--- config.mk ---
export PLATFORM = sky130hd
export DESIGN_NAME = two_class_fifo_weighted_server_core
export DESIGN_NICKNAME = d
export VERILOG_FILES = /design/src/tcfws_pkg.sv /design/src/two_class_fifo_weighted_server_core.sv
export SDC_FILE = /design/constraint.sdc
export NUM_CORES = 1
export LEC_CHECK = 0
export ABC_AREA = 1
export BUFFER_PORTS_ARGS = -buffer_cell sky130_fd_sc_hd__buf_2
export CAP_MARGIN = 0
export CORE_UTILIZATION = 58
export CTS_BUF_LIST = sky130_fd_sc_hd__clkbuf_4 sky130_fd_sc_hd__clkbuf_8
export DETAILED_ROUTE_END_ITERATION = 12
export GPL_ROUTABILITY_DRIVEN = 1
export GPL_TIMING_DRIVEN = 0
export PLACE_DENSITY = 0.85
export SYNTH_ARGS = -nofsm -noshare
export SYNTH_HDL_FRONTEND = slang
export SYNTH_SLANG_ARGS = --single-unit
--- constraint.sdc ---
create_clock -name clk -period 2.2 [get_ports clk]
set_input_delay 0.33 -clock clk [delete_from_list [all_inputs] [get_ports clk]]
set_output_delay 0.33 -clock clk [all_outputs]
set_load 0.02 [all_outputs]
--- src/tcfws_pkg.sv ---
// ----------------------------------------------------------------------------
// tcfws_pkg
// Shared types and constants of the two-class FIFO weighted server.
// ----------------------------------------------------------------------------
`default_nettype none

package tcfws_pkg;

  // Field widths of one entry and of the result counts
  localparam int HOUR_W   = 5;
  localparam int MINUTE_W = 6;
  localparam int COUNT_W  = 5;
  localparam int BURST_W  = 4;

  // Defaults
  localparam int                 QUEUE_DEPTH_DEF = 16;
  localparam logic [BURST_W-1:0] BURST_RESET     = 4'd3;

  // Action code of a request
  localparam logic ACT_SERVE = 1'b1;

  // Result status codes
  typedef enum logic [1:0] {
    ST_ENQUEUED = 2'd0,
    ST_SERVED   = 2'd1,
    ST_FULL     = 2'd2,
    ST_EMPTY    = 2'd3
  } status_t;

  // One stored queue entry
  typedef struct packed {
    logic                company;
    logic [HOUR_W-1:0]   hour;
    logic [MINUTE_W-1:0] minute;
  } entry_t;

endpackage

`default_nettype wire

--- src/two_class_fifo_weighted_server_core.sv ---
// ----------------------------------------------------------------------------
// two_class_fifo_weighted_server_core
// Two bounded FIFOs (priority and normal) with a weighted serve rule.
// ----------------------------------------------------------------------------
// One request is taken every cycle unless in_stall holds it off, and each
// request gives exactly one result. It passes the input register, where the
// decision and the head/tail/count updates happen, and then the result
// register, loaded together with the synchronous read of the FIFO memory. This
// rate holds while results are taken and is set by the single decision stage
// that touches only one FIFO port and the small counters. An enqueue to a full
// FIFO is dropped with status full; a serve with both FIFOs empty changes
// nothing. Priority entries are served while fewer than burst_limit have been
// served in a row (or whenever the normal FIFO is empty); serving a normal
// entry clears the run count. burst_limit may only be written while idle.
// ----------------------------------------------------------------------------
`default_nettype none

module two_class_fifo_weighted_server_core #(
  parameter int QUEUE_DEPTH = tcfws_pkg::QUEUE_DEPTH_DEF
) (
  input  wire                                clk,
  input  wire                                rst,
  // configuration write channel
  input  wire                                cfg_valid,
  output logic                               cfg_ready,
  input  wire  [tcfws_pkg::BURST_W-1:0]      cfg_data,
  // request channel
  input  wire                                in_valid,
  output logic                               in_stall,
  input  wire                                action,
  input  wire                                is_priority,
  input  wire                                is_company,
  input  wire  [tcfws_pkg::HOUR_W-1:0]       arrival_hour,
  input  wire  [tcfws_pkg::MINUTE_W-1:0]     arrival_minute,
  // result channel
  output logic                               out_valid,
  input  wire                                out_stall,
  output logic [1:0]                         status,
  output logic                               served_priority,
  output logic                               served_company,
  output logic [tcfws_pkg::HOUR_W-1:0]       served_hour,
  output logic [tcfws_pkg::MINUTE_W-1:0]     served_minute,
  output logic [tcfws_pkg::COUNT_W-1:0]      normal_count,
  output logic [tcfws_pkg::COUNT_W-1:0]      priority_count
);

  localparam int PTR_W = (QUEUE_DEPTH > 1) ? $clog2(QUEUE_DEPTH) : 1;
  localparam int CNT_W = $clog2(QUEUE_DEPTH + 1);

  localparam logic [PTR_W-1:0] PTR_LAST = PTR_W'(QUEUE_DEPTH - 1);
  localparam logic [CNT_W-1:0] CNT_FULL = CNT_W'(QUEUE_DEPTH);

  // Input register
  logic                  s1_valid;
  logic                  s1_action;
  logic                  s1_is_priority;
  tcfws_pkg::entry_t     s1_entry;

  // FIFO state
  logic [PTR_W-1:0]      n_head, n_tail, p_head, p_tail;
  logic [PTR_W-1:0]      n_head_next, n_tail_next, p_head_next, p_tail_next;
  logic [CNT_W-1:0]      n_count, p_count, n_count_next, p_count_next;
  logic [tcfws_pkg::BURST_W-1:0] burst_count, burst_count_next, burst_limit;

  // FIFO memories and their read registers
  tcfws_pkg::entry_t     n_mem [QUEUE_DEPTH];
  tcfws_pkg::entry_t     p_mem [QUEUE_DEPTH];
  tcfws_pkg::entry_t     n_rdata, p_rdata;

  // Result register
  tcfws_pkg::status_t    res_status;
  logic                  res_from_prio;
  logic [CNT_W-1:0]      res_n_count, res_p_count;

  // Decision signals
  logic                  out_load, s1_fire, in_take;
  logic                  is_serve, n_empty, p_empty, n_full, p_full, below_limit;
  logic                  push_n, push_p, take_n, take_p, serve_any;
  tcfws_pkg::status_t    status_next;
  tcfws_pkg::entry_t     served_entry;

  // Handshake: result register frees when empty or taken
  assign out_load  = !out_valid || !out_stall;
  assign s1_fire   = s1_valid && out_load;
  assign in_stall  = s1_valid && !out_load;
  assign in_take   = in_valid && !in_stall;
  assign cfg_ready = 1'b1;

  // Decide what the request in the input register does
  always_comb begin
    is_serve    = (s1_action == tcfws_pkg::ACT_SERVE);
    n_empty     = (n_count == '0);
    p_empty     = (p_count == '0);
    n_full      = (n_count == CNT_FULL);
    p_full      = (p_count == CNT_FULL);
    below_limit = (burst_count < burst_limit);
    push_p      = !is_serve && s1_is_priority && !p_full;
    push_n      = !is_serve && !s1_is_priority && !n_full;
    serve_any   = is_serve && !(n_empty && p_empty);
    take_p      = serve_any && ((below_limit && !p_empty) || n_empty);
    take_n      = serve_any && !take_p;
    if (!is_serve) begin
      status_next = (push_p || push_n) ? tcfws_pkg::ST_ENQUEUED : tcfws_pkg::ST_FULL;
    end else begin
      status_next = serve_any ? tcfws_pkg::ST_SERVED : tcfws_pkg::ST_EMPTY;
    end
  end

  // Advance pointers, counts and the run count
  always_comb begin
    n_head_next      = n_head;
    n_tail_next      = n_tail;
    n_count_next     = n_count;
    p_head_next      = p_head;
    p_tail_next      = p_tail;
    p_count_next     = p_count;
    burst_count_next = burst_count;
    if (push_n) begin
      n_tail_next  = (n_tail == PTR_LAST) ? '0 : n_tail + 1'b1;
      n_count_next = n_count + 1'b1;
    end
    if (push_p) begin
      p_tail_next  = (p_tail == PTR_LAST) ? '0 : p_tail + 1'b1;
      p_count_next = p_count + 1'b1;
    end
    if (take_n) begin
      n_head_next      = (n_head == PTR_LAST) ? '0 : n_head + 1'b1;
      n_count_next     = n_count - 1'b1;
      burst_count_next = '0;
    end
    if (take_p) begin
      p_head_next  = (p_head == PTR_LAST) ? '0 : p_head + 1'b1;
      p_count_next = p_count - 1'b1;
      if (below_limit) begin
        burst_count_next = burst_count + 1'b1;
      end
    end
  end

  // Configuration register
  always_ff @(posedge clk) begin
    if (rst) begin
      burst_limit <= tcfws_pkg::BURST_RESET;
    end else if (cfg_valid && cfg_ready) begin
      burst_limit <= cfg_data;
    end
  end

  // Control state
  always_ff @(posedge clk) begin
    if (rst) begin
      s1_valid    <= 1'b0;
      out_valid   <= 1'b0;
      n_head      <= '0;
      n_tail      <= '0;
      n_count     <= '0;
      p_head      <= '0;
      p_tail      <= '0;
      p_count     <= '0;
      burst_count <= '0;
    end else begin
      if (in_take) begin
        s1_valid <= 1'b1;
      end else if (s1_fire) begin
        s1_valid <= 1'b0;
      end
      if (out_load) begin
        out_valid <= s1_valid;
      end
      if (s1_fire) begin
        n_head      <= n_head_next;
        n_tail      <= n_tail_next;
        n_count     <= n_count_next;
        p_head      <= p_head_next;
        p_tail      <= p_tail_next;
        p_count     <= p_count_next;
        burst_count <= burst_count_next;
      end
    end
  end

  // Capture the request payload
  always_ff @(posedge clk) begin
    if (in_take) begin
      s1_action        <= action;
      s1_is_priority   <= is_priority;
      s1_entry.company <= is_company;
      s1_entry.hour    <= arrival_hour;
      s1_entry.minute  <= arrival_minute;
    end
  end

  // Load the result payload
  always_ff @(posedge clk) begin
    if (s1_fire) begin
      res_status    <= status_next;
      res_from_prio <= take_p;
      res_n_count   <= n_count_next;
      res_p_count   <= p_count_next;
    end
  end

  // Normal FIFO memory
  always_ff @(posedge clk) begin
    if (s1_fire && push_n) begin
      n_mem[n_tail] <= s1_entry;
    end
    if (s1_fire && take_n) begin
      n_rdata <= n_mem[n_head];
    end
  end

  // Priority FIFO memory
  always_ff @(posedge clk) begin
    if (s1_fire && push_p) begin
      p_mem[p_tail] <= s1_entry;
    end
    if (s1_fire && take_p) begin
      p_rdata <= p_mem[p_head];
    end
  end

  // Drive the result fields; zero the entry unless something was served
  always_comb begin
    served_entry = res_from_prio ? p_rdata : n_rdata;
    if (res_status != tcfws_pkg::ST_SERVED) begin
      served_entry = '0;
    end
  end

  assign status          = res_status;
  assign served_priority = res_from_prio;
  assign served_company  = served_entry.company;
  assign served_hour     = served_entry.hour;
  assign served_minute   = served_entry.minute;
  assign normal_count    = tcfws_pkg::COUNT_W'(res_n_count);
  assign priority_count  = tcfws_pkg::COUNT_W'(res_p_count);

endmodule

`default_nettype wire

**Yosys cells after proc, flatten, opt, wreduce, memory -nomap -nowiden**

Memories as Yosys holds them, arrays and structs flattened. A register that Yosys moved wholly into a read port is not among the register bits.
Cells that the tools add are included.

- Output and inout bits: 28
- Flip-flop bits (word level): 63
- RAM bits: 384
- Memories kept: 2
- Word-level logic and storage cells: 97

Memory list:

| memory | depth | bits a word | read ports | clocked after Yosys merged registers in | write ports | line | source |
|---|---|---|---|---|---|---|---|
| n_mem | 16 | 12 | 1 | 1 | 1 | two_class_fifo_weighted_server_core.sv:66 | `tcfws_pkg::entry_t n_mem [QUEUE_DEPTH];` |
| p_mem | 16 | 12 | 1 | 1 | 1 | two_class_fifo_weighted_server_core.sv:67 | `tcfws_pkg::entry_t p_mem [QUEUE_DEPTH];` |

- Mux-type cells: 22
- Eq/ne operators: 7
- $lt $le $gt $ge: 1
- Reduce and logical (&&, ||, !) cells: 37
- Add/sub/neg operators: 9

Operator list:

| operator | count |
|---|---|
| $mux 4 | 7 |
| $mux 12 | 2 |
| $add 4x1->4 const B | 5 |
| $mux 5 | 4 |
| $eq 4x4->1 const B | 4 |
| $logic_and 1x1->1 | 16 |
| $logic_not 1->1 | 11 |
| $add 5x1->5 const B | 2 |
| $eq 5x5->1 const B | 2 |
| $logic_not 5->1 | 2 |
| $sub 5x1->5 const B | 2 |
| $reduce_and 2->1 | 4 |
| $mux 1 | 6 |
| $mux 2 | 3 |
| $lt 4x4->1 | 1 |
| $logic_or 1x1->1 | 3 |
| $ne 2x1->1 const B | 1 |
| $reduce_bool 2->1 | 1 |

**Logic depth before layout (Yosys ltp)**

- Word-level depth: 10
- Depth in mapped cells: 12

**Worst setup path before layout**

Ideal clock, no wire load.

- Path kind: flip-flop to flip-flop
- Start point: register n_count[0]
- End point: memory n_mem[11][0] (netlist bit) (enable)
- Arrival time: 1.747 ns
- Library setup time: 0.380 ns
- Slack: 0.073 ns
- Cell stages (with the launch flop): 8
- Data required time: 1.820 ns
- Path through: dfxtp_1 -> inv_1 -> ha_1 -> nand3_1 -> nand2_1 -> nor2_4 -> nand3_1 -> nor2_1

- Word-level cells in the longest chain between the ends: 6

Ends and longest elaborated chain:

| item | line | source |
|---|---|---|
| from (decl) | two_class_fifo_weighted_server_core.sv:62 | `logic [CNT_W-1:0] n_count, p_count, n_count_next, p_count_next;` |
| from (signal assigned) | two_class_fifo_weighted_server_core.sv:173 | `n_count <= n_count_next;` |
| $eq 5x5->1 | two_class_fifo_weighted_server_core.sv:94 | `n_full = (n_count == CNT_FULL);` |
| $logic_not 1->1 | two_class_fifo_weighted_server_core.sv:98 | `push_n = !is_serve && !s1_is_priority && !n_full;` |
| $logic_and 1x1->1 | two_class_fifo_weighted_server_core.sv:98 |  |
| $logic_and 1x1->1 | two_class_fifo_weighted_server_core.sv:205 | `if (s1_fire && push_n) begin` |
| $mux 1 | two_class_fifo_weighted_server_core.sv:205 |  |
| $mux 1 (implied by the code) | two_class_fifo_weighted_server_core.sv:206 | `n_mem[n_tail] <= s1_entry;` |
| to (decl) | two_class_fifo_weighted_server_core.sv:66 |  |

Every way passes these cells.

==> flow_metrics.env <==
export IMPL_hp_class="primary input to flop"
export IMPL_antenna_cells=0
export IMPL_path_buf_inv=3
export IMPL_violations="setup timing"
export IMPL_synth_compound_area_share_pct=10.63
export IMPL_p_sw_share_pct=24.38
export IMPL_io_pins=51
export IMPL_clockPowerShare_pct=39.3
export IMPL_min_period_ns=2.255
export IMPL_num_vias=14260
export IMPL_intPower_w=0.01413
export IMPL_final_common_cell="edfxtp_1"
export IMPL_skew_ns=0.02913
export IMPL_synthAdderAreaFrac_pct=1.309
export IMPL_syn_to_final_growth_pct=18.80
export IMPL_yosys_area_top_type="edfxtp_1"
export IMPL_hold_violations=0
export IMPL_grt_busiest_layer="met2"
export IMPL_cts_tree="built"
export IMPL_grt_remaining_overflow=0
export IMPL_wl_mm=53.98
export IMPL_grt_max_degree=33
export IMPL_synth_area_um2=19120
export IMPL_multiInputGateArea_um2=5061
export IMPL_synth_top_family_by_area="simple AND/OR/NAND/NOR gates"
export IMPL_layout_worst_path_cycle_share_pct=102.5
export IMPL_crit_path_frequent_cell="o211ai_1"
export IMPL_grtUsageMet1_pct=38.09
export IMPL_synth_cells=1562
export IMPL_gp_congestion=0.9228
export IMPL_syn_num_nets=1605
export IMPL_grt_use_met3_pct=7.924
export IMPL_initial_utilization_pct=58.92
export IMPL_cts_clk_slew_worst_paths_ns=0.07
export IMPL_final_cell_mix="435 x edfxtp_1, 252 x nor2_1, 194 x o21ai_0"
export IMPL_antenna_found_initial=0
export IMPL_core_area_um2=32450
export IMPL_grt_pass1_wl_mm=80.56
export IMPL_yosys_area_share_simple_pct=11.90
export IMPL_power_switching_w=0.004556
export IMPL_path_class="flop to flop"
export IMPL_grt_pass1_vias=14130
export IMPL_synth_main_ff_cell="edfxtp_1"
export IMPL_post_route_drc_count=0
export IMPL_synth_area_top_cells="edfxtp_1 68%, nor2_1 5.6%, o21ai_0 5.2%"
export IMPL_ys_ff_latch=471
export IMPL_hold_ws_ns=0.03630
export IMPL_startpoint_type="flop"
export IMPL_post_drt_wl_per_cell_um=23.96
export IMPL_ys_seq_area_share_pct=72.08
export IMPL_ys_warn_count=0
export IMPL_worst_path_largest_cell_delay_ns=0.40
export IMPL_antenna_left=0
export IMPL_die_area_um2=33700
export IMPL_worstPathMaxFanout=10
export IMPL_synth_cell_types=35
export IMPL_drtIter0Drc=2171
export IMPL_outcome="finished with violations"
export IMPL_final_max_slew_viol_count=0
export IMPL_max_freq_mhz=443.4
export IMPL_via_per_inst=6.328
export IMPL_port_buffers=48
export IMPL_ir_drop_mv=0.7872
export IMPL_layout_drive_gt1_share_pct=18.28
export IMPL_leakage_nw=7.832
export IMPL_fillers=1879
export IMPL_slew_headroom_pct=2.838
export IMPL_rows=66
export IMPL_grt_use_met2_pct=53.83
export IMPL_power_share_combinational_pct=6.7
export IMPL_die_width_um=183.6
export IMPL_clock_sinks=471
export IMPL_dpl_hpwl_mm=29.41
export IMPL_synth_xor_area_share_pct=0.7787
export IMPL_insertion_delay_ns=0.63
export IMPL_drv_cap=0
export IMPL_synth_top_cell_area_share_pct=68.32
export IMPL_finalWorstSetupSlack_ns=-0.05515
export IMPL_post_route_util_pct=69.99
export IMPL_nets=1796
export IMPL_firstDrtPassIters=6
export IMPL_crit_required_ns=2.54
export IMPL_cp_top_family="compound AO/OA/AOI/OAI gates"
export IMPL_synth_avg_cell_area_um2=12.24
export IMPL_htree_levels=3
export IMPL_cts_buffers=73
export IMPL_pre_cts_ws_ns=-0.6926
export IMPL_slowest_stage="o21ai_0"
export IMPL_synth_area_mux_share_pct=0
export IMPL_arrival_ns=2.60
export IMPL_grt_total_usage_pct=32.35
export IMPL_clockRootBuffer="clkbuf_8"
export IMPL_power_density_nw_per_um2=822.7
export IMPL_cts_path_max_buffers=3
export IMPL_power_frac_seq_pct=54.0
export IMPL_tightest_slew_ns=1.457
export IMPL_async_flop_share_pct=0
export IMPL_regArea_um2=13780
export IMPL_path_cells="clkbuf_4 > inv_2 > clkbuf_1 > o21ai_0 > o211ai_1 > o211ai_1 > nand3_1"
export IMPL_finalSetupViolations=2
export IMPL_synth_edf_count=435
export IMPL_fp_dieH_um=183.6
export IMPL_endpoint_kind="flop"
-- layer usage --
metal / vias up / share of wire (%) / wire length [um]
met5: - / 0 / 0
met4: 0 / 7.1 / 3854
met3: 303 / 12 / 6259
met2: 1203 / 49 / 26230
met1: 6704 / 33 / 17640
li1: 6047 / - / -
-- what timing repair did --
item | in CTS | in global routing
hold endpoints to repair | 17 | 0
resized for setup | 98 | 45
buffers inserted | 44 | 3
cloned | 0 | 1
hold buffers | 19 | 0
setup endpoints to repair | 409 | 430
pin swaps | 33 | 7
-- worst register-to-register path, cell delays in order, from the launching register on --
cell and delay (ns):
dfxtp_1 0.35, clkbuf_4 0.25, inv_2 0.12, clkbuf_1 0.23, o21ai_0 0.40, o211ai_1 0.26
o211ai_1 0.24, nand3_1 0.13
-- cell type report --
cell class,instances,area share [%]
Buffer,86,1.774
Clock buffer,104,5.558
Clock inverter,29,0.7601
Inverter,68,1.157
Multi-Input combinational cell,936,22.28
Sequential cell,471,60.68
Tap cell,442,2.435
Timing Repair Buffer,116,5.321
Timing Repair inverter,1,0.03305
-- final timing paths --
check	start	to	slack, ns	depth (start not counted)
max	n_head[0]	n_rdata[4]	-0.06	7
min	cfg_data[2]	burst_limit[2]	0.04	3
max reg2reg	n_head[0]	n_rdata[4]	-0.06	7
min reg2reg	burst_limit[0]	burst_limit[0]	0.46	2
-- state kept, by name, summed over array words and instances (netlist names), 2 cells and up --
name / cells
p_rdata: 12
p_head: 4
s1_entry: 12
priority_count: 5
burst_limit: 4
n_tail: 4
status: 2
n_mem: 192
n_rdata: 12
p_mem: 192
n_count: 5
p_count: 5
normal_count: 5
burst_count: 4
n_head: 4
p_tail: 4
-- power groups by stage --
| stage | Sequential, W | Combinational, W | Clock [W] |
|---|---|---|---|
| finish | 0.0101 | 0.00125 | 0.00735 |
| global route | 0.0101 | 0.00133 | 0.00771 |
| CTS | 0.0101 | 0.00114 | 0.00722 |
| detailed placement | 0.0103 | 0.00107 | 0 |
| global placement | 0.0103 | 0.00103 | 0 |
| floorplan | 0.0102 | 0.000699 | 0 |
-- metrics by stage --
| step | cell area [um^2] | setup TNS, ns | instances | power, W |
|---|---|---|---|---|
| final | 22720 | -0.06481 | 2253 | 0.01869 |
| after CTS | 22540 | -0.05341 | 2248 | 0.01844 |
| after floorplan | 19120 | 0 | 1562 | 0.01090 |
| after global routing | 22720 | -0.003196 | 2253 | 0.01914 |
| after global placement | 19910 | -186.61 | 2052 | 0.01129 |
| after detailed placement | 19910 | -225.37 | 2052 | 0.01134 |
-- cells by family (layout without fill, tap and decap cells) --
group,Yosys count,count (layout)
xor gates and xnor gates,17,17
buffers and inverters,155,404
DFF,471,471
AOI/OAI and AO/OA,351,351
other,1,1
adders and majority gates,20,20
and+or+nand+nor,547,547
-- cells in the mapped netlist (all sizes together), types with 24 or more instances --
cell type / count
a21oi: 46
buf: 28
clkbuf: 59
dfxtp: 36
edfxtp: 435
inv: 66
nand2: 171
nand3: 70
nor2: 288
o211ai: 28
o21ai: 203
o22ai: 28
o32ai: 24
No activity file was read; power rests on OpenSTA's default activity.
